===== src/rtl/ostp_pkg.sv =====
// Shared types and constants for the one-shot timer pool.
package ostp_pkg;

    localparam int CMD_W      = 2;
    localparam int HANDLE_W   = 4;
    localparam int COUNT_W    = 16;
    localparam int TAG_W      = 16;
    localparam int STATUS_W   = 2;
    localparam int MAX_REPORT = 16;
    localparam int REPORT_W   = $clog2(MAX_REPORT + 1);
    localparam logic [COUNT_W-1:0] PRESCALE_RESET = 16'd1000;

    typedef enum logic [CMD_W-1:0] {
        CMD_TICK    = 2'd0,
        CMD_NEW     = 2'd1,
        CMD_RECOUNT = 2'd2,
        CMD_CANCEL  = 2'd3
    } t_cmd;

    typedef enum logic [STATUS_W-1:0] {
        ST_OK      = 2'd0,
        ST_EMPTY   = 2'd1,
        ST_IGNORED = 2'd2,
        ST_EXPIRED = 2'd3
    } t_status;

    typedef enum logic [3:0] {
        OP_NONE,
        OP_ACCEPT,
        OP_PRESC_INC,
        OP_STEP,
        OP_DEC,
        OP_CUT,
        OP_FIRE,
        OP_POP,
        OP_ADV,
        OP_LINK1,
        OP_LINK2,
        OP_UNLINK,
        OP_FREEH,
        OP_RES
    } t_op;

    typedef struct packed {
        t_op     op;
        t_status res_st;
    } t_dp_ctl;

    typedef struct packed {
        t_cmd cmd;
        logic presc_ge;
        logic fhead_nil;
        logic cnt_zero;
        logic h_bad;
        logic cur_nil;
        logic old_le1;
        logic rem_gt_val;
        logic cur_eq_h;
        logic need_report;
        logic out_free;
    } t_dp_sts;

endpackage


===== src/rtl/ostp_ram.sv =====
// Generic single-port-write, single-port-read RAM with registered read.
module ostp_ram #(
    parameter int WIDTH = 16,
    parameter int DEPTH = 16
) (
    input  logic                     i_clk,
    input  logic                     i_we,
    input  logic [$clog2(DEPTH)-1:0] i_waddr,
    input  logic [WIDTH-1:0]         i_wdata,
    input  logic [$clog2(DEPTH)-1:0] i_raddr,
    output logic [WIDTH-1:0]         o_rdata
);

    logic [WIDTH-1:0] r_mem [DEPTH];
    logic [WIDTH-1:0] r_rdata;

    always_ff @(posedge i_clk) begin
        if (i_we) begin
            r_mem[i_waddr] <= i_wdata;
        end
        r_rdata <= r_mem[i_raddr];
    end

    assign o_rdata = r_rdata;

endmodule


===== src/rtl/ostp_ctrl.sv =====
// Sequencer for the timer pool: walks the running list one entry at a time.
module ostp_ctrl (
    input  logic               i_clk,
    input  logic               i_rst_n,
    input  logic               i_valid,
    output logic               o_stall,
    input  ostp_pkg::t_dp_sts  i_sts,
    output ostp_pkg::t_dp_ctl  o_ctl
);

    typedef enum logic [3:0] {
        S_IDLE, S_DISPATCH, S_W_RD, S_W_EV, S_CUT, S_F_RD, S_F_EV,
        S_N_POP, S_I_RD, S_I_EV, S_L1, S_L2, S_M_RD, S_M_EV, S_C_FREE, S_RES
    } t_state;

    t_state            r_state, n_state;
    ostp_pkg::t_status r_res_st, n_res_st;
    logic              r_stall;

    always_comb begin
        n_state      = r_state;
        n_res_st     = r_res_st;
        o_ctl.op     = ostp_pkg::OP_NONE;
        o_ctl.res_st = r_res_st;
        unique case (r_state)
            S_IDLE: begin
                if (i_valid) begin
                    o_ctl.op = ostp_pkg::OP_ACCEPT;
                    n_state  = S_DISPATCH;
                end
            end
            S_DISPATCH: begin
                unique case (i_sts.cmd)
                    ostp_pkg::CMD_TICK: begin
                        if (i_sts.presc_ge) begin
                            o_ctl.op = ostp_pkg::OP_STEP;
                            n_state  = S_W_RD;
                        end else begin
                            o_ctl.op = ostp_pkg::OP_PRESC_INC;
                            n_state  = S_IDLE;
                        end
                    end
                    ostp_pkg::CMD_NEW: begin
                        if (i_sts.fhead_nil) begin
                            n_res_st = ostp_pkg::ST_EMPTY;
                            n_state  = S_RES;
                        end else begin
                            n_state = S_N_POP;
                        end
                    end
                    ostp_pkg::CMD_RECOUNT: begin
                        if (i_sts.cnt_zero || i_sts.h_bad) begin
                            n_res_st = ostp_pkg::ST_IGNORED;
                            n_state  = S_RES;
                        end else begin
                            n_state = S_M_RD;
                        end
                    end
                    ostp_pkg::CMD_CANCEL: begin
                        if (i_sts.h_bad) begin
                            n_res_st = ostp_pkg::ST_IGNORED;
                            n_state  = S_RES;
                        end else begin
                            n_state = S_M_RD;
                        end
                    end
                    default: n_state = S_IDLE;
                endcase
            end
            S_W_RD: n_state = i_sts.cur_nil ? S_IDLE : S_W_EV;
            S_W_EV: begin
                o_ctl.op = ostp_pkg::OP_DEC;
                n_state  = i_sts.old_le1 ? S_CUT : S_W_RD;
            end
            S_CUT: begin
                o_ctl.op = ostp_pkg::OP_CUT;
                n_state  = S_F_RD;
            end
            S_F_RD: n_state = i_sts.cur_nil ? S_IDLE : S_F_EV;
            S_F_EV: begin
                if (!i_sts.need_report || i_sts.out_free) begin
                    o_ctl.op = ostp_pkg::OP_FIRE;
                    n_state  = S_F_RD;
                end
            end
            S_N_POP: begin
                o_ctl.op = ostp_pkg::OP_POP;
                n_state  = S_I_RD;
            end
            S_I_RD: n_state = i_sts.cur_nil ? S_L1 : S_I_EV;
            S_I_EV: begin
                if (i_sts.rem_gt_val) begin
                    o_ctl.op = ostp_pkg::OP_ADV;
                    n_state  = S_I_RD;
                end else begin
                    n_state = S_L1;
                end
            end
            S_L1: begin
                o_ctl.op = ostp_pkg::OP_LINK1;
                n_state  = S_L2;
            end
            S_L2: begin
                o_ctl.op = ostp_pkg::OP_LINK2;
                n_res_st = ostp_pkg::ST_OK;
                n_state  = S_RES;
            end
            S_M_RD: begin
                if (i_sts.cur_nil) begin
                    n_res_st = ostp_pkg::ST_IGNORED;
                    n_state  = S_RES;
                end else begin
                    n_state = S_M_EV;
                end
            end
            S_M_EV: begin
                if (i_sts.cur_eq_h) begin
                    o_ctl.op = ostp_pkg::OP_UNLINK;
                    n_state  = (i_sts.cmd == ostp_pkg::CMD_RECOUNT) ? S_I_RD : S_C_FREE;
                end else begin
                    o_ctl.op = ostp_pkg::OP_ADV;
                    n_state  = S_M_RD;
                end
            end
            S_C_FREE: begin
                o_ctl.op = ostp_pkg::OP_FREEH;
                n_res_st = ostp_pkg::ST_OK;
                n_state  = S_RES;
            end
            S_RES: begin
                if (i_sts.out_free) begin
                    o_ctl.op = ostp_pkg::OP_RES;
                    n_state  = S_IDLE;
                end
            end
            default: n_state = S_IDLE;
        endcase
    end

    always_ff @(posedge i_clk) begin
        if (!i_rst_n) begin
            r_state  <= S_IDLE;
            r_res_st <= ostp_pkg::ST_OK;
            r_stall  <= 1'b0;
        end else begin
            r_state  <= n_state;
            r_res_st <= n_res_st;
            r_stall  <= (n_state != S_IDLE);
        end
    end

    assign o_stall = r_stall;

`ifndef SYNTH
    a_res_room: assert property (@(posedge i_clk) disable iff (!i_rst_n)
        (o_ctl.op == ostp_pkg::OP_RES) |-> i_sts.out_free)
        else $error("result loaded into a full output register");
    a_fire_room: assert property (@(posedge i_clk) disable iff (!i_rst_n)
        (o_ctl.op == ostp_pkg::OP_FIRE && i_sts.need_report) |-> i_sts.out_free)
        else $error("expiry reported into a full output register");
    a_dec_live: assert property (@(posedge i_clk) disable iff (!i_rst_n)
        (o_ctl.op == ostp_pkg::OP_DEC || o_ctl.op == ostp_pkg::OP_FIRE) |-> !i_sts.cur_nil)
        else $error("list operation on null entry");
    a_stall_busy: assert property (@(posedge i_clk) disable iff (!i_rst_n)
        (r_state != S_IDLE) |-> o_stall)
        else $error("input open while busy");
`endif

endmodule


===== src/rtl/ostp_dpath.sv =====
// Datapath of the timer pool: list stores, free stack, prescaler, result register.
module ostp_dpath #(
    parameter int TIMERS = 16
) (
    input  logic                            i_clk,
    input  logic                            i_rst_n,
    input  ostp_pkg::t_dp_ctl               i_ctl,
    output ostp_pkg::t_dp_sts               o_sts,
    input  logic [ostp_pkg::CMD_W-1:0]      i_cmd,
    input  logic [ostp_pkg::HANDLE_W-1:0]   i_handle,
    input  logic [ostp_pkg::COUNT_W-1:0]    i_count,
    input  logic [ostp_pkg::TAG_W-1:0]      i_owner_tag,
    input  logic                            i_cfg_wr_en,
    input  logic [ostp_pkg::COUNT_W-1:0]    i_cfg_wr_data,
    output logic                            o_valid,
    input  logic                            i_stall,
    output logic [ostp_pkg::STATUS_W-1:0]   o_status,
    output logic [ostp_pkg::HANDLE_W-1:0]   o_handle_res,
    output logic [ostp_pkg::TAG_W-1:0]      o_owner_tag_res,
    output logic                            o_last
);

    localparam int HW = $clog2(TIMERS + 1);
    localparam int AW = $clog2(TIMERS);
    localparam logic [HW-1:0] NIL = HW'(TIMERS);

    logic [HW-1:0]                    r_cur, r_prev, r_h, r_head, r_fhead, r_frd_addr;
    logic                             r_frd_ok;
    logic [TIMERS-1:0]                r_fvalid;
    ostp_pkg::t_cmd                   r_cmd;
    logic [ostp_pkg::HANDLE_W-1:0]    r_hin;
    logic [ostp_pkg::COUNT_W-1:0]     r_cnt, r_val, r_presc, r_limit;
    logic [ostp_pkg::TAG_W-1:0]       r_tag;
    logic [ostp_pkg::REPORT_W-1:0]    r_k;
    logic                             r_ovalid, r_last;
    logic [ostp_pkg::STATUS_W-1:0]    r_ostatus;
    logic [ostp_pkg::HANDLE_W-1:0]    r_ohandle;
    logic [ostp_pkg::TAG_W-1:0]       r_otag;

    logic [ostp_pkg::COUNT_W-1:0]     rem_q, rem_wdata;
    logic [ostp_pkg::TAG_W-1:0]       tag_q;
    logic [HW-1:0]                    rnext_q, fram_q, free_q, rnext_wdata;
    logic                             rem_we, tag_we, rnext_we, free_we;
    logic [AW-1:0]                    rem_waddr, tag_waddr, rnext_waddr, free_waddr;
    logic                             fvalid_at_head, out_free, need_report, fire_last;
    logic [ostp_pkg::HANDLE_W-1:0]    res_handle;

    ostp_ram #(.WIDTH(ostp_pkg::COUNT_W), .DEPTH(TIMERS)) u_rem_ram (
        .i_clk(i_clk), .i_we(rem_we), .i_waddr(rem_waddr), .i_wdata(rem_wdata),
        .i_raddr(r_cur[AW-1:0]), .o_rdata(rem_q)
    );
    ostp_ram #(.WIDTH(ostp_pkg::TAG_W), .DEPTH(TIMERS)) u_tag_ram (
        .i_clk(i_clk), .i_we(tag_we), .i_waddr(tag_waddr), .i_wdata(r_tag),
        .i_raddr(r_cur[AW-1:0]), .o_rdata(tag_q)
    );
    ostp_ram #(.WIDTH(HW), .DEPTH(TIMERS)) u_rnext_ram (
        .i_clk(i_clk), .i_we(rnext_we), .i_waddr(rnext_waddr), .i_wdata(rnext_wdata),
        .i_raddr(r_cur[AW-1:0]), .o_rdata(rnext_q)
    );
    ostp_ram #(.WIDTH(HW), .DEPTH(TIMERS)) u_free_ram (
        .i_clk(i_clk), .i_we(free_we), .i_waddr(free_waddr), .i_wdata(r_fhead),
        .i_raddr(r_fhead[AW-1:0]), .o_rdata(fram_q)
    );

    // untouched free-list entries read as their reset chain i -> i+1
    assign fvalid_at_head = (32'(r_fhead) < 32'(TIMERS)) ? r_fvalid[r_fhead[AW-1:0]] : 1'b0;
    assign free_q      = r_frd_ok ? fram_q : HW'(r_frd_addr + 1'b1);
    assign out_free    = !r_ovalid || !i_stall;
    assign need_report = (32'(r_k) < 32'(ostp_pkg::MAX_REPORT));
    assign fire_last   = (rnext_q == NIL) || (32'(r_k) == 32'(ostp_pkg::MAX_REPORT - 1));
    assign res_handle  = (i_ctl.res_st == ostp_pkg::ST_EMPTY) ? '0 :
                         (r_cmd == ostp_pkg::CMD_NEW) ? ostp_pkg::HANDLE_W'(r_h) : r_hin;

    always_comb begin
        rem_we      = 1'b0;
        rem_waddr   = r_h[AW-1:0];
        rem_wdata   = r_val;
        tag_we      = 1'b0;
        tag_waddr   = r_h[AW-1:0];
        rnext_we    = 1'b0;
        rnext_waddr = r_prev[AW-1:0];
        rnext_wdata = NIL;
        free_we     = 1'b0;
        free_waddr  = r_h[AW-1:0];
        unique case (i_ctl.op)
            ostp_pkg::OP_DEC: begin
                rem_we    = 1'b1;
                rem_waddr = r_cur[AW-1:0];
                rem_wdata = (rem_q != '0) ? rem_q - 1'b1 : '0;
            end
            ostp_pkg::OP_CUT: begin
                rnext_we = (r_prev != NIL);
            end
            ostp_pkg::OP_FIRE: begin
                free_we    = 1'b1;
                free_waddr = r_cur[AW-1:0];
            end
            ostp_pkg::OP_POP: begin
                rem_we = 1'b1;
                tag_we = 1'b1;
            end
            ostp_pkg::OP_LINK1: begin
                rnext_we    = 1'b1;
                rnext_waddr = r_h[AW-1:0];
                rnext_wdata = r_cur;
            end
            ostp_pkg::OP_LINK2: begin
                rnext_we    = (r_prev != NIL);
                rnext_wdata = r_h;
            end
            ostp_pkg::OP_UNLINK: begin
                rnext_we    = (r_prev != NIL);
                rnext_wdata = rnext_q;
                rem_we      = (r_cmd == ostp_pkg::CMD_RECOUNT);
                rem_wdata   = r_cnt;
            end
            ostp_pkg::OP_FREEH: begin
                free_we = 1'b1;
            end
            default: begin
            end
        endcase
    end

    always_ff @(posedge i_clk) begin
        if (!i_rst_n) begin
            r_head   <= NIL;
            r_fhead  <= '0;
            r_fvalid <= '0;
            r_presc  <= '0;
            r_limit  <= ostp_pkg::PRESCALE_RESET;
            r_ovalid <= 1'b0;
            r_frd_ok <= 1'b0;
        end else begin
            r_frd_addr <= r_fhead;
            r_frd_ok   <= fvalid_at_head;
            if (i_cfg_wr_en) begin
                r_limit <= i_cfg_wr_data;
            end
            if (!i_stall) begin
                r_ovalid <= 1'b0;
            end
            unique case (i_ctl.op)
                ostp_pkg::OP_ACCEPT: begin
                    r_cmd  <= ostp_pkg::t_cmd'(i_cmd);
                    r_hin  <= i_handle;
                    r_cnt  <= i_count;
                    r_tag  <= i_owner_tag;
                    r_val  <= (i_count == 16'd1) ? 16'd2 : i_count;
                    r_h    <= (ostp_pkg::t_cmd'(i_cmd) == ostp_pkg::CMD_NEW) ?
                              r_fhead : HW'(i_handle);
                    r_cur  <= r_head;
                    r_prev <= NIL;
                    r_k    <= '0;
                end
                ostp_pkg::OP_PRESC_INC: r_presc <= r_presc + 1'b1;
                ostp_pkg::OP_STEP:      r_presc <= '0;
                ostp_pkg::OP_DEC: begin
                    if (rem_q > 16'd1) begin
                        r_prev <= r_cur;
                        r_cur  <= rnext_q;
                    end
                end
                ostp_pkg::OP_CUT: begin
                    if (r_prev == NIL) begin
                        r_head <= NIL;
                    end
                end
                ostp_pkg::OP_FIRE: begin
                    if (need_report) begin
                        r_ovalid  <= 1'b1;
                        r_ostatus <= ostp_pkg::ST_EXPIRED;
                        r_ohandle <= ostp_pkg::HANDLE_W'(r_cur);
                        r_otag    <= tag_q;
                        r_last    <= fire_last;
                        r_k       <= r_k + 1'b1;
                    end
                    r_fvalid[r_cur[AW-1:0]] <= 1'b1;
                    r_fhead <= r_cur;
                    r_cur   <= rnext_q;
                end
                ostp_pkg::OP_POP:  r_fhead <= free_q;
                ostp_pkg::OP_ADV: begin
                    r_prev <= r_cur;
                    r_cur  <= rnext_q;
                end
                ostp_pkg::OP_LINK1: begin
                end
                ostp_pkg::OP_LINK2: begin
                    if (r_prev == NIL) begin
                        r_head <= r_h;
                    end
                end
                ostp_pkg::OP_UNLINK: begin
                    if (r_prev == NIL) begin
                        r_head <= rnext_q;
                        r_cur  <= rnext_q;
                    end else begin
                        r_cur <= r_head;
                    end
                    r_prev <= NIL;
                    r_val  <= r_cnt;
                end
                ostp_pkg::OP_FREEH: begin
                    r_fvalid[r_h[AW-1:0]] <= 1'b1;
                    r_fhead <= r_h;
                end
                ostp_pkg::OP_RES: begin
                    r_ovalid  <= 1'b1;
                    r_ostatus <= i_ctl.res_st;
                    r_ohandle <= res_handle;
                    r_otag    <= '0;
                    r_last    <= 1'b1;
                end
                default: begin
                end
            endcase
        end
    end

    assign o_sts.cmd         = r_cmd;
    assign o_sts.presc_ge    = (r_presc >= r_limit);
    assign o_sts.fhead_nil   = (r_fhead == NIL);
    assign o_sts.cnt_zero    = (r_cnt == '0);
    assign o_sts.h_bad       = (32'(r_hin) >= 32'(TIMERS));
    assign o_sts.cur_nil     = (r_cur == NIL);
    assign o_sts.old_le1     = (rem_q <= 16'd1);
    assign o_sts.rem_gt_val  = (rem_q > r_val);
    assign o_sts.cur_eq_h    = (r_cur == r_h);
    assign o_sts.need_report = need_report;
    assign o_sts.out_free    = out_free;

    assign o_valid         = r_ovalid;
    assign o_status        = r_ostatus;
    assign o_handle_res    = r_ohandle;
    assign o_owner_tag_res = r_otag;
    assign o_last          = r_last;

endmodule


===== src/rtl/one_shot_timer_pool_unit.sv =====
// One-shot timer pool: a sorted running list and a LIFO free stack of handles.
// A tick without a prescaler step only advances the prescaler; other transactions walk
// the running list entry by entry (a recount looks its entry up, then inserts it again).
// Each list step is one registered read of the link/count memories and one compare.
// One transaction is in work at a time; results wait in an output register.
// Reset (synchronous, active low): list empty, free stack 0..TIMERS-1, prescaler 0, limit 1000.
module one_shot_timer_pool_unit #(
    parameter int TIMERS = 16
) (
    input  logic                            i_clk,
    input  logic                            i_rst_n,
    input  logic                            i_valid,
    output logic                            o_stall,
    input  logic [ostp_pkg::CMD_W-1:0]      i_cmd,
    input  logic [ostp_pkg::HANDLE_W-1:0]   i_handle,
    input  logic [ostp_pkg::COUNT_W-1:0]    i_count,
    input  logic [ostp_pkg::TAG_W-1:0]      i_owner_tag,
    input  logic                            i_cfg_wr_en,
    input  logic [ostp_pkg::COUNT_W-1:0]    i_cfg_wr_data,
    output logic                            o_valid,
    input  logic                            i_stall,
    output logic [ostp_pkg::STATUS_W-1:0]   o_status,
    output logic [ostp_pkg::HANDLE_W-1:0]   o_handle_res,
    output logic [ostp_pkg::TAG_W-1:0]      o_owner_tag_res,
    output logic                            o_last
);

    ostp_pkg::t_dp_ctl ctl;
    ostp_pkg::t_dp_sts sts;

    ostp_ctrl u_ctrl (
        .i_clk   (i_clk),
        .i_rst_n (i_rst_n),
        .i_valid (i_valid),
        .o_stall (o_stall),
        .i_sts   (sts),
        .o_ctl   (ctl)
    );

    ostp_dpath #(.TIMERS(TIMERS)) u_dpath (
        .i_clk           (i_clk),
        .i_rst_n         (i_rst_n),
        .i_ctl           (ctl),
        .o_sts           (sts),
        .i_cmd           (i_cmd),
        .i_handle        (i_handle),
        .i_count         (i_count),
        .i_owner_tag     (i_owner_tag),
        .i_cfg_wr_en     (i_cfg_wr_en),
        .i_cfg_wr_data   (i_cfg_wr_data),
        .o_valid         (o_valid),
        .i_stall         (i_stall),
        .o_status        (o_status),
        .o_handle_res    (o_handle_res),
        .o_owner_tag_res (o_owner_tag_res),
        .o_last          (o_last)
    );

endmodule

===== config.mk =====
export PLATFORM = sky130hd
export DESIGN_NAME = one_shot_timer_pool_unit
export DESIGN_NICKNAME = d
export VERILOG_FILES = /design/src/rtl/ostp_pkg.sv /design/src/rtl/ostp_ram.sv /design/src/rtl/ostp_ctrl.sv /design/src/rtl/ostp_dpath.sv /design/src/rtl/one_shot_timer_pool_unit.sv
export SDC_FILE = /design/constraint.sdc
export NUM_CORES = 1
export LEC_CHECK = 0
export BUFFER_PORTS_ARGS = -buffer_cell sky130_fd_sc_hd__clkbuf_2
export CAP_MARGIN = 30
export CORE_ASPECT_RATIO = 1.5
export CORE_MARGIN = 2
export CORE_UTILIZATION = 45
export CTS_BUF_LIST = sky130_fd_sc_hd__clkbuf_8
export DETAILED_ROUTE_END_ITERATION = 7
export SYNTH_ARGS = -nofsm -noshare
export SYNTH_HDL_FRONTEND = slang
export SYNTH_SLANG_ARGS = --single-unit
export TNS_END_PERCENT = 1

===== constraint.sdc =====
create_clock -name i_clk -period 7.2 [get_ports i_clk]
set_clock_uncertainty 0.15 [all_clocks]
set_input_delay 0.36 -clock i_clk [delete_from_list [all_inputs] [get_ports i_clk]]
set_output_delay 0.36 -clock i_clk [all_outputs]
set_load 0.005 [all_outputs]

; Word level (Yosys, flattened, before mapping)
; Memories as Yosys holds them, arrays and structs flattened. A register that Yosys moved wholly into a read port is not among the register bits.
; Cells that the tools add are included.
[classes]
n_addsub = 4
n_lt_le_gt_ge = 11
n_eq_ne = 49
mux = 83
bitwise = 2
n_reduce_logical = 38
[op_table]
columns = op, count
row1 = $pmux 16 s2, 5
row2 = $mux 4, 15
row3 = $pmux 4 s15, 1
row4 = $pmux 5 s3, 4
row5 = $eq 4x4->1 const B, 14
row6 = $mux 16, 3
row7 = $pmux 4 s12, 1
row8 = $mux 5, 7
row9 = $eq 4x3->1 const B, 8
row10 = $or 16x16->16, 2
row11 = $mux 2, 11
row12 = $eq 5x5->1 const B, 4
row13 = $pmux 5 s4, 1
row14 = $mux 1, 18
row15 = $add 16x1->16 const B, 1
row16 = $eq 16x1->1 const B, 1
row17 = $eq 4x2->1 const B, 4
row18 = $ge 16x16->1, 1
row19 = $gt 16x1->1 const B, 1
row20 = $gt 16x16->1, 1
row21 = $le 16x1->1 const B, 1
row22 = $logic_not 16->1, 1
row23 = $pmux 4 s4, 1
row24 = $reduce_bool 16->1, 1
row25 = other kinds (35), 80
[word_totals]
reg_bits = 169
mem_bits_rw = 672
in_bits = 59
output_inout_bits = 25
mem_count = 4
[memory_table]
columns = memory, depth, word_bits, read_ports, rd_clocked_by_memory_dff, wr, line
row1 = u_dpath.u_rem_ram.r_mem, 16, 16, 1, 1, 1, ostp_ram.sv:14  ; logic [WIDTH-1:0] r_mem [DEPTH];
row2 = u_dpath.u_tag_ram.r_mem, 16, 16, 1, 1, 1, ostp_ram.sv:14
row3 = u_dpath.u_free_ram.r_mem, 16, 5, 1, 1, 1, ostp_ram.sv:14
row4 = u_dpath.u_rnext_ram.r_mem, 16, 5, 1, 1, 1, ostp_ram.sv:14

; Longest topological paths before layout
; Gate-level depths: netlist of the first run.
[logic_depth]
depth_word = 10
mapped_depth = 11
mapped_depth_nobuf = 9

; Hierarchy
; Synthesis of the first run repeated with hierarchy kept, for this count alone.
[hier_totals]
cells_unflattened = 2118
hier_area_um2 = 35823.1
[by_module_without_submodules]
columns = module, n_inst, cells_per_inst, area_per_inst_um2
row1 = ostp_ram at u_dpath.u_tag_ram, 1, 432, 10043.4
row2 = ostp_ram at u_dpath.u_rem_ram, 1, 432, 10042.1
row3 = ostp_dpath, 1, 836, 8565.7
row4 = ostp_ram at u_dpath.u_free_ram ..., 2, 155, 3213.1
row5 = ostp_ctrl, 1, 108, 745.7

; Worst setup path after synthesis of the first run
; No wires, ideal clock.
[synth_timing]
path_kind = flip-flop to flip-flop
startpoint = reg u_dpath.r_val[1] (netlist name)
endpoint = mem u_dpath.u_rem_ram.r_mem[2][0] (enable)
setup_time_ns = 0.388
arrival_time_ns = 2.821
path_slack_ns = 3.841
path_stages_with_launch = 12
path_buffers = 2
cell_sequence = edfxtp_1 > inv_1 > ha_1 > nor2b_1 > o211ai_1 > a2111oi_1 > o31ai_1 > nand3_2 > buf_6 > buf_6 > o22a_4 > nor2_1
[synth_via]
elab_chain_len = 8
elab_cells_between_ends = 11
classes_between = 1 x order compare / 3 x eq/ne / 6 x mux / 1 x reduce/logical
[synth_rtl]
columns = item, line
row1 = start: declaration, ostp_dpath.sv:32  ; logic [ostp_pkg::COUNT_W-1:0] r_cnt, r_val, r_presc, r_limit;
row2 = start signal: assignment, ostp_dpath.sv:149  ; r_val <= (i_count == 16'd1) ? 16'd2 : i_count;
row3 = start signal: assignment, ostp_dpath.sv:202  ; r_val <= r_cnt;
row4 = $gt 16x16->1 (*), ostp_dpath.sv:228  ; assign o_sts.rem_gt_val = (rem_q > r_val);
row5 = $mux 4 (*), ostp_ctrl.sv:92  ; if (i_sts.rem_gt_val) begin
row6 = $pmux 4 s12 (*), ostp_ctrl.sv:25  ; unique case (r_state)
row7 = $eq 4x3->1, ostp_dpath.sv:85  ; unique case (i_ctl.op)
row8 = $reduce_or 2->1 (no line), -
row9 = $pmux 1 s2, ostp_dpath.sv:85
row10 = $mux 1, ostp_ram.sv:18  ; if (i_we) begin
row11 = $mux 1 (implied by the code), ostp_ram.sv:19  ; r_mem[i_waddr] <= i_wdata;
row12 = end: declaration, ostp_ram.sv:14
; Mark *: on every way between the ends. The rest lies on a longest branch, timed or not.

; Final worst setup path of the first run
[layout_timing]
startpoint = reg u_ctrl.r_state[1]
endpoint = mem u_dpath.u_rem_ram.r_mem[14][4] (enable)
[layout_via]
elab_chain_len = 7
elab_cells_between_ends = 21
classes_between = 14 x eq/ne / 5 x mux / 2 x reduce/logical
[layout_rtl]
columns = item, line
row1 = start: declaration, ostp_ctrl.sv:16  ; t_state r_state, n_state;
row2 = start signal: assignment, ostp_ctrl.sv:146  ; r_state <= n_state;
row3 = "$eq 4x4->1, or another cell as far along", ostp_ctrl.sv:25
row4 = $pmux 4 s12 (*), ostp_ctrl.sv:25
row5 = $eq 4x3->1, ostp_dpath.sv:85
row6 = $reduce_or 2->1 (no line), -
row7 = $pmux 1 s2, ostp_dpath.sv:85
row8 = $mux 1, ostp_ram.sv:18
row9 = $mux 1 (implied by the code), ostp_ram.sv:19
; Marked as above.

==> impl_metrics.csv, run 1 <==
group,metric,value,unit
hold_path,hp-class,"primary input to flop",
detailed_routing,final_antenna_net_count,0,
global_route,first_global_vias,20475,
global_route,antenna_found_initial,1,
global_route,grt_first_pass_wirelength,125000,um
yosys,synthTopCellsByArea,"edfxtp_1 (65%), mux4_2 (13%), dfxtp_1 (6.1%)",
yosys,synthDominantAreaCellType,"edfxtp_1",
worst_setup_path,worst_endpoint_data_arrival_time,4.69,ns
detailed_routing,via_per_inst,5.71,
global_route,gr-total-overflow,0,
timing,timing.final.crit_share,0.618,
worst_setup_path,cp.required,7.44,ns
worst_setup_path,cp-end-kind,"flop",
detailed_routing,wirelength,83300,um
yosys,synth_seq_cells,883,
clocking,clock-root-buffer,"clkbuf_8",
detailed_routing,remaining_drc_errors,0,
clocking,tritoncts,"done",
outcome,status,"finished clean",
placement,portBuffers,83,
placement,place_inst,3126,
finish,finalNonFillerCells,3432,
timing,tightest_slew,1.04,ns
detailed_routing,drt_pass1_iterations,5,
clocking,number_of_buffers_inserted_during_clock_tree_synthesis,135,
finish,final_layout_size_suffix_gt1_frac,0.239,
clocking,number_of_buffers_inserted_for_hold_repair_after_clock_tree_synthesis,55,
finish,fin_util,0.518,
clocking,h_tree_levels,4,
clocking,clk_path_buf_depth,3,
floorplanning,number_of_primary_i_o_pins,84,
yosys,async_flop_share,0,
clocking,resized_cells_post_cts,0,
yosys,number_of_nets_produced_by_synthesis,2174,
timing,setup_tns,0,ns
placement,gp_routability_congestion,0.885,
yosys,syn-cell-area,35700,um2
detailed_routing,detail_route.wl_per_cell,24.3,um
yosys,synth_edf_count,774,
timing,fmaxAchievable,225,MHz
floorplanning,coreArea,78700,um2
clocking,cts.clk_slew.worst_paths,0.07,ns
power_and_ir_drop,power_density,249,nW/um2
floorplanning,fp.dieArea,81700,um2
finish,design.final.nets,2393,
yosys,synth_top_area_frac,0.650,
timing,maxSlewHeadroom,0.309,
detailed_routing,first_iter_violations,1610,
floorplanning,placement_rows,126,
worst_setup_path,start_kind,"flop",
finish,design_area,40800,um2
yosys,synth_area_per_cell,17.2,um2
yosys,yosysSeqAreaShare,0.711,
power_and_ir_drop,static-leakage-power,13.8,nW
worst_setup_path,crit_path_max_fanout,21,
run,cap_violations,0,
timing,whs,0.0527,ns
yosys,ys.warnings.count,0,
yosys,yosys_most_used_dff,"edfxtp_1",
placement,dpl_cell_area,37600,um2
worst_setup_path,timing_worst_setup_path_type,"flop to flop",
timing,finalWorstPathRequiredPeriod,4.45,ns
timing,final-hold-violation-count,0,
clocking,clkLatencyLatePin,0.80,ns
detailed_routing,dr_total_vias,19580,
global_route,groute.usage.overall,0.208,
timing,setup_viol_count_final,0,
timing,timing_max_transition_violations_final,0,
global_route,grt_start_max_net_pins,157,
clocking,postCtsSetupRepairBufs,0,
placement,detailed_place_hpwl,52700,um
finish,areaGrowthSynthToFinish,14.1,%
floorplanning,initial_utilization,0.454,
timing,rsz0062_at_grt,"no",
power_and_ir_drop,ir_drop,0.180,mV
floorplanning,die_x_extent,234,um
floorplanning,die_outline_height,349,um
yosys,synthCells,2077,
clocking,clock-sinks,883,
yosys,ys_types,78,
-- worst max-delay path, stage by stage (launching register included) --
cell and delay [ns]:
dfxtp_1 0.74, nor2b_1 0.58, nor3_1 0.15, a221oi_1 0.47
and4_1 0.34, nand3_2 0.45, o22a_4 0.43, nor2_2 0.73
-- worst paths after layout --
check,startpoint,end,slack [ns],depth (start not counted)
setup / recovery,u_ctrl.r_state[1],u_dpath.u_rem_ram.r_mem[14][4],2.75,7
hold / removal,i_cfg_wr_en,u_dpath.r_limit[3],0.05,3
setup reg to reg,u_ctrl.r_state[1],u_dpath.u_rem_ram.r_mem[14][4],2.75,7
hold reg to reg,u_dpath.r_fhead[0],u_dpath.r_frd_addr[0],0.32,0
-- cell usage in the layout (no fill, tap or decap), types with 30 or more instances in the layout --
cell type,netlist,final
a21oi_1,43,43
buf_4,2,36
clkbuf_2,0,83
clkbuf_8,0,148
dfxtp_1,109,108
dlygate4sd3_1,0,55
edfxtp_1,774,774
ha_1,38,38
inv_1,47,90
mux2i_1,46,46
mux4_2,200,200
nand2_1,143,143
nor2_1,186,153
nor2_2,0,30
nor3_1,36,36
o21ai_0,39,39
-- synthesized netlist by cell type, types with 11 or more instances --
cell and n:
a221o_1 14, nor3_1 36, xor2_1 26, inv_1 47, nand3_1 27, a21oi_1 43
edfxtp_1 774, nand2_1 143, a31oi_1 11, clkbuf_1 66, a221oi_1 11, nor2_1 186
and3_1 12, xnor2_1 14, nand4_1 14, o21ai_0 39, o22ai_1 11, mux4_2 200
ha_1 38, mux2i_1 46, nor2b_1 25, o211ai_1 13, dfxtp_1 109, buf_1 27
-- sequential cells by signal, summed over array words and instances, names as in the netlist, 80 cells and up --
| name | flops |
|---|---|
| u_dpath.u_rem_ram.r_mem | 256 |
| u_dpath.u_rnext_ram.r_mem | 80 |
| u_dpath.u_tag_ram.r_mem | 256 |
| u_dpath.u_free_ram.r_mem | 80 |
-- layer usage --
| metal | vias to the layer above | GRT usage | part of all wire |
|---|---|---|---|
| met5 | - | 0 | 0 |
| met3 | 186 | 0.0355 | 0.048 |
| met2 | 645 | 0.364 | 0.52 |
| met1 | 10083 | 0.253 | 0.39 |
| met4 | 0 | 0.0847 | 0.035 |
| li1 | 8666 | - | - |
-- kinds of logic after synthesis --
kind of cell             Yosys count  synth area share
AO/OA/AOI/OAI                    203            0.0395
XOR/XNOR                          40           0.00980
adder cells (fa/ha/maj)           38            0.0133
buffers and inverters            155            0.0178
flip-flops                       883             0.711
multiplexers                     256             0.142
AND/OR/NAND/NOR                  502            0.0661
-- final cells by class --
cell class,count,area (um2)
clock inverter,99,589
clock buffer,148,2040
tap,1024,1280
fill,6389,37900
antenna,2,5.00
sequential,883,25400
timing repair buffer,189,1470
multi-input combinational,1039,9770
inverter,48,180
-- power by group --
part	internal (W)	total, W	switching, W
Sequential	0.00561	0.00568	0.0000659
Clock	0.00204	0.00402	0.00199
Combinational	0.000194	0.000447	0.000253
-- per-stage QoR --
stage                     power (W)  setup slack [ns]
after floorplan             0.00604              3.84
after global placement      0.00619              2.93
after detailed placement    0.00621              2.70
after CTS                    0.0103              2.68
after global routing         0.0105              2.50
final                        0.0101              2.75
Power figures use the tool's default switching activity.
==> inputs of run 2 (changes only) <==
Clock period 7.2 ns to 4.6 ns, I/O delays scaled along.
==> run 2 against run 1 <==
Total power is 56% higher. Sequential share of layout area is 0.83 points lower. Wire length is 5.2% higher. Design area is 1.3% higher. Non-clock buffer count is 72 higher. Utilization is 0.70 points higher. Die area stayed put. Via count is 2.1% higher. Largest cell class unchanged.
==> impl_metrics.csv, run 2 (synthesized netlist as in run 1, its figures left out) <==
group,metric,value,unit
detailed_routing,final_antenna_net_count,0,
clocking,number_of_buffers_inserted_during_clock_tree_synthesis,134,
floorplanning,die_x_extent,234,um
global_route,groute.usage.overall,0.218,
clocking,clock-root-buffer,"clkbuf_8",
worst_setup_path,start_kind,"flop",
power_and_ir_drop,share_clk_of_total_power,0.393,
finish,areaGrowthSynthToFinish,15.6,%
hold_path,hp-class,"primary input to flop",
placement,detailed_place_hpwl,54100,um
clocking,tritoncts,"done",
run,cap_violations,0,
floorplanning,number_of_primary_i_o_pins,84,
power_and_ir_drop,total_switching_power,0.00361,W
floorplanning,die_outline_height,349,um
finish,mostFrequentLayoutCell,"edfxtp_1",
power_and_ir_drop,seq_power_share,0.561,
global_route,grt_first_pass_wirelength,130000,um
power_and_ir_drop,post-layout-total-power,0.0158,W
power_and_ir_drop,swShare,0.228,
detailed_routing,via_per_inst,5.70,
worst_setup_path,cp-end-kind,"flop",
timing,tightest_slew,1.03,ns
timing,rsz0062_at_grt,"no",
clocking,cts.clk_slew.worst_paths,0.07,ns
floorplanning,fp.dieArea,81700,um2
clocking,h_tree_levels,4,
global_route,grt_start_max_net_pins,145,
clocking,clkLatencyLatePin,0.82,ns
detailed_routing,remaining_drc_errors,0,
timing,timing_max_transition_violations_final,0,
power_and_ir_drop,comb_power_share,0.047,
worst_setup_path,worst_endpoint_data_arrival_time,4.09,ns
worst_setup_path,crit_path_max_fanout,21,
finish,layout_top_registers,"u_dpath.u_rem_ram.r_mem x256, u_dpath.u_tag_ram.r_mem x256",
detailed_routing,dr_total_vias,19988,
timing,setup_tns,0,ns
power_and_ir_drop,ir_drop,0.279,mV
timing,finalWorstPathRequiredPeriod,3.81,ns
floorplanning,placement_rows,126,
detailed_routing,drt_pass1_iterations,5,
outcome,status,"finished clean",
detailed_routing,first_iter_violations,1794,
timing,timing.final.crit_share,0.828,
placement,portBuffers,83,
global_route,first_global_vias,20761,
timing,maxSlewHeadroom,0.311,
floorplanning,coreArea,78700,um2
worst_setup_path,cp.required,4.88,ns
worst_setup_path,timing_worst_setup_path_type,"flop to flop",
finish,final_layout_size_suffix_gt1_frac,0.240,
timing,final-hold-violation-count,0,
power_and_ir_drop,p_int,0.0122,W
detailed_routing,detail_route.wl_per_cell,25.0,um
floorplanning,initial_utilization,0.454,
timing,setup_viol_count_final,0,
power_and_ir_drop,static-leakage-power,14.1,nW
global_route,antenna_found_initial,1,
detailed_routing,wirelength,87700,um
finish,fillCellCount,6309,
clocking,clk_path_buf_depth,3,
clocking,clock-sinks,883,
placement,gp_routability_congestion,0.915,
clocking,resized_cells_post_cts,0,
finish,design.final.nets,2464,
power_and_ir_drop,power_density,383,nW/um2
finish,final_cell_mix,"edfxtp_1 (774), mux4_2 (200), nor2_1 (153), nand2_1 (143), clkbuf_8 (143)",
global_route,gr-total-overflow,0,
timing,fmaxAchievable,262,MHz
-- run 2: per-layer routing --
layer,routed length (um),vias to the layer above,global-route usage
met5,0,-,0
met4,3000,0,0.0837
met3,4430,183,0.0361
met2,46600,658,0.388
met1,33700,10338,0.263
li1,-,8809,-
-- run 2: cell type report --
| type | count | area [um2] | share of cell area |
|---|---|---|---|
| Clock buffer | 143 | 1970 | 0.0476 |
| Antenna cell | 1 | 2.50 | 0.0000606 |
| Tap cell | 1024 | 1280 | 0.0310 |
| Multi-Input combinational cell | 1039 | 9760 | 0.236 |
| Inverter | 48 | 180 | 0.00436 |
| Clock inverter | 105 | 623 | 0.0151 |
| Timing Repair Buffer | 261 | 2070 | 0.0501 |
| Sequential cell | 883 | 25400 | 0.615 |
-- run 2: power by group through the flow --
stage / Combinational, W / Clock (W) / Sequential [W]
floorplan: 0.000461 / 0 / 0.00900
global placement: 0.000654 / 0 / 0.00904
detailed placement: 0.000669 / 0 / 0.00904
CTS: 0.000746 / 0.00640 / 0.00887
global route: 0.000803 / 0.00670 / 0.00888
finish: 0.000742 / 0.00622 / 0.00888
-- run 2: worst paths after layout --
check / startpoint / end / slack [ns] / cells past startpoint
setup / recovery: u_dpath.r_cur[3] / u_dpath.u_rnext_ram.r_mem[0][3] / 0.79 / 8
hold / removal: i_handle[0] / u_dpath.r_hin[0] / 0.06 / 2
setup reg to reg: u_dpath.r_cur[3] / u_dpath.u_rnext_ram.r_mem[0][3] / 0.79 / 8
hold reg to reg: u_dpath.r_fvalid[12] / u_dpath.r_fvalid[12] / 0.32 / 2
-- run 2: per-stage QoR --
step	worst slack, ns	area, um2	instances	hold slack [ns]	util
2_1_floorplan	1.24	35700	2077	0.179	-
3_3_place_gp	0.855	37600	3149	0.260	0.479
3_5_place_dp	0.773	37700	3152	0.259	0.479
4_1_cts	0.756	41300	3503	0.0000599	0.525
5_1_grt	0.550	41300	3504	0.0226	0.525
6_report	0.790	41300	3504	0.0581	0.525
-- run 2: critical path: stages (launching register included) --
cell and delay [ns]:
edfxtp_1 0.58, xor2_1 0.22, nor3_1 0.37, nand3_1 0.38, buf_4 0.33, a21o_1 0.21, a21oi_2 0.38, o21ai_0 0.36
nor2_1 0.44
-- run 2: repair_timing --
action	in CTS	in global routing
endpoints found under the setup margin	0	0
hold buffers	103	0
hold endpoints to repair	94	0
buffers inserted	0	0
==> inputs of run 3 (changes only) <==
Clock period 4.6 ns to 3.7 ns, I/O delays scaled along.
==> run 3 against run 2 <==
Count of clock-buffer cells in the layout is 3 lower. Die area stayed put. Design area is 1.7% higher. Largest cell class unchanged. Largest power group unchanged.
==> impl_metrics.csv, run 3 (synthesized netlist as in run 1, its figures left out) <==
group,metric,value,unit
timing,timing_max_transition_violations_final,0,
global_route,groute.usage.overall,0.216,
global_route,first_global_vias,21090,
finish,layout_top_registers,"u_dpath.u_rem_ram.r_mem x256, u_dpath.u_tag_ram.r_mem x256",
placement,detailed_place_hpwl,52700,um
timing,setup_viol_count_final,0,
clocking,number_of_buffers_inserted_during_clock_tree_synthesis,136,
worst_setup_path,start_kind,"flop",
timing,whs,0.0732,ns
timing,tightest_slew,1.01,ns
floorplanning,placement_rows,126,
power_and_ir_drop,static-leakage-power,14.4,nW
detailed_routing,remaining_drc_errors,0,
finish,final_layout_size_suffix_gt1_frac,0.256,
worst_setup_path,crit_path_max_fanout,16,
power_and_ir_drop,power_density,472,nW/um2
timing,timing.final.crit_share,0.942,
detailed_routing,wirelength,86700,um
finish,finalNonFillerCells,3553,
global_route,gr-total-overflow,0,
worst_setup_path,worst_endpoint_data_arrival_time,3.80,ns
floorplanning,die_x_extent,234,um
detailed_routing,detail_route.wl_per_cell,24.4,um
worst_setup_path,ff2ff_path_depth,11,
placement,gp_routability_congestion,0.907,
clocking,cts.clk_slew.worst_paths,0.07,ns
run,cap_violations,0,
worst_setup_path,worst_reg2reg_startpoint,"u_dpath.r_val[15]",
outcome,status,"finished clean",
timing,maxSlewHeadroom,0.329,
timing,final-hold-violation-count,0,
timing,rsz0062_at_grt,"yes",
global_route,grt_first_pass_wirelength,130000,um
clocking,clock-sinks,883,
clocking,tritoncts,"done",
worst_setup_path,cp-end-kind,"flop",
timing,finalWorstPathRequiredPeriod,3.48,ns
hold_path,hp-class,"primary input to flop",
placement,place_inst,3178,
floorplanning,coreArea,78700,um2
clocking,h_tree_levels,4,
detailed_routing,dr_total_vias,20129,
power_and_ir_drop,ir_drop,0.431,mV
detailed_routing,via_per_inst,5.67,
finish,mostFrequentLayoutCell,"edfxtp_1",
clocking,clkLatencyLatePin,0.81,ns
timing,fmaxAchievable,287,MHz
floorplanning,die_outline_height,349,um
worst_setup_path,timing.critical_path.from,"u_dpath.r_val[15]",
worst_setup_path,cp.required,4.01,ns
worst_setup_path,setup.reg_to_reg.worst_slack,0.22,ns
detailed_routing,first_iter_violations,1711,
global_route,antenna_found_initial,1,
worst_setup_path,r2r-end,"u_dpath.u_rem_ram.r_mem[15][10]",
floorplanning,number_of_primary_i_o_pins,84,
floorplanning,initial_utilization,0.454,
worst_setup_path,timing_worst_setup_path_type,"flop to flop",
clocking,clock-root-buffer,"clkbuf_8",
global_route,grt_start_max_net_pins,156,
worst_setup_path,setup.worst_path.end,"u_dpath.u_rem_ram.r_mem[15][10]",
placement,portBuffers,83,
detailed_routing,drt_pass1_iterations,6,
finish,final_cell_mix,"edfxtp_1 (774), mux4_2 (200), nand2_1 (143), nor2_1 (141), clkbuf_8 (140)",
clocking,clk_path_buf_depth,3,
finish,design.final.nets,2515,
floorplanning,fp.dieArea,81700,um2
detailed_routing,final_antenna_net_count,0,
finish,areaGrowthSynthToFinish,17.6,%
==> run 3: through the flow <==
step | total power (W) | instance area (um2) | utilization | setup slack, ns | setup TNS [ns]
CTS | 0.0200 | 42000 | 0.533 | 0.0497 | 0
global route | 0.0205 | 42000 | 0.534 | -0.0879 | -8.54
floorplan | 0.0118 | 35700 | - | 0.341 | 0
global placement | 0.0121 | 38100 | 0.484 | -0.107 | -4.27
finish | 0.0198 | 42000 | 0.534 | 0.216 | 0
detailed placement | 0.0121 | 38100 | 0.484 | 0.0933 | 0
==> run 3: timing repair <==
action	4_1_cts	5_1_grt
endpoints found under the setup margin	0	552
hold buffers	126	0
gates resized for setup	0	31
buffers inserted	0	0
hold endpoints to repair	97	0
==> run 3: cell type report <==
class                   instances  area (um2)
flip-flops and latches        883       25400
clock buffers                 140        1930
inverters                      48         180
fillers                      6252       36600
multi-input cells            1039        9830
diodes                          1        2.50
repair buffers                310        2700
well taps                    1024        1280
clock inverters               108         677
==> run 3: per-layer routing <==
layer / track usage / routed length [um] / part of all wire / vias up
met5: 0 / 0 / 0 / -
met3: 0.0365 / 3950 / 0.046 / 176
met1: 0.260 / 33900 / 0.39 / 10457
met4: 0.0794 / 2630 / 0.030 / 0
li1: - / - / - / 8903
met2: 0.386 / 46200 / 0.53 / 593
==> run 3: power by group <==
group	switching, W	total (W)	leakage, nW	internal [W]
Combinational	0.000519	0.000970	4.80	0.000451
Sequential	0.000113	0.0110	8.08	0.0109
Clock	0.00389	0.00783	1.51	0.00394
Total	0.00452	0.0198	14.4	0.0153
==> run 3: worst min-delay path by stage <==
stage                         to       startpoint  cells after the start
3_5_place_dp    u_dpath.r_tag[6]   i_owner_tag[6]                      1
3_3_place_gp   u_dpath.r_tag[11]  i_owner_tag[11]                      1
5_1_grt         u_dpath.r_cnt[5]       i_count[5]                      2
4_1_cts         u_dpath.r_cnt[7]       i_count[7]                      2
6_report        u_dpath.r_cnt[5]       i_count[5]                      2
2_1_floorplan   u_dpath.r_cmd[0]         i_cmd[0]                      0
==> run 3: critical path, stage by stage (launching register included) <==
cell	delay, ns
edfxtp_1	0.37
inv_1	0.05
ha_1	0.30
nand4_1	0.28
nor4_2	0.44
nor2_1	0.14
o31a_1	0.14
nor3_1	0.25
buf_4	0.26
a31oi_1	0.28
nor2_2	0.26
buf_12	0.21
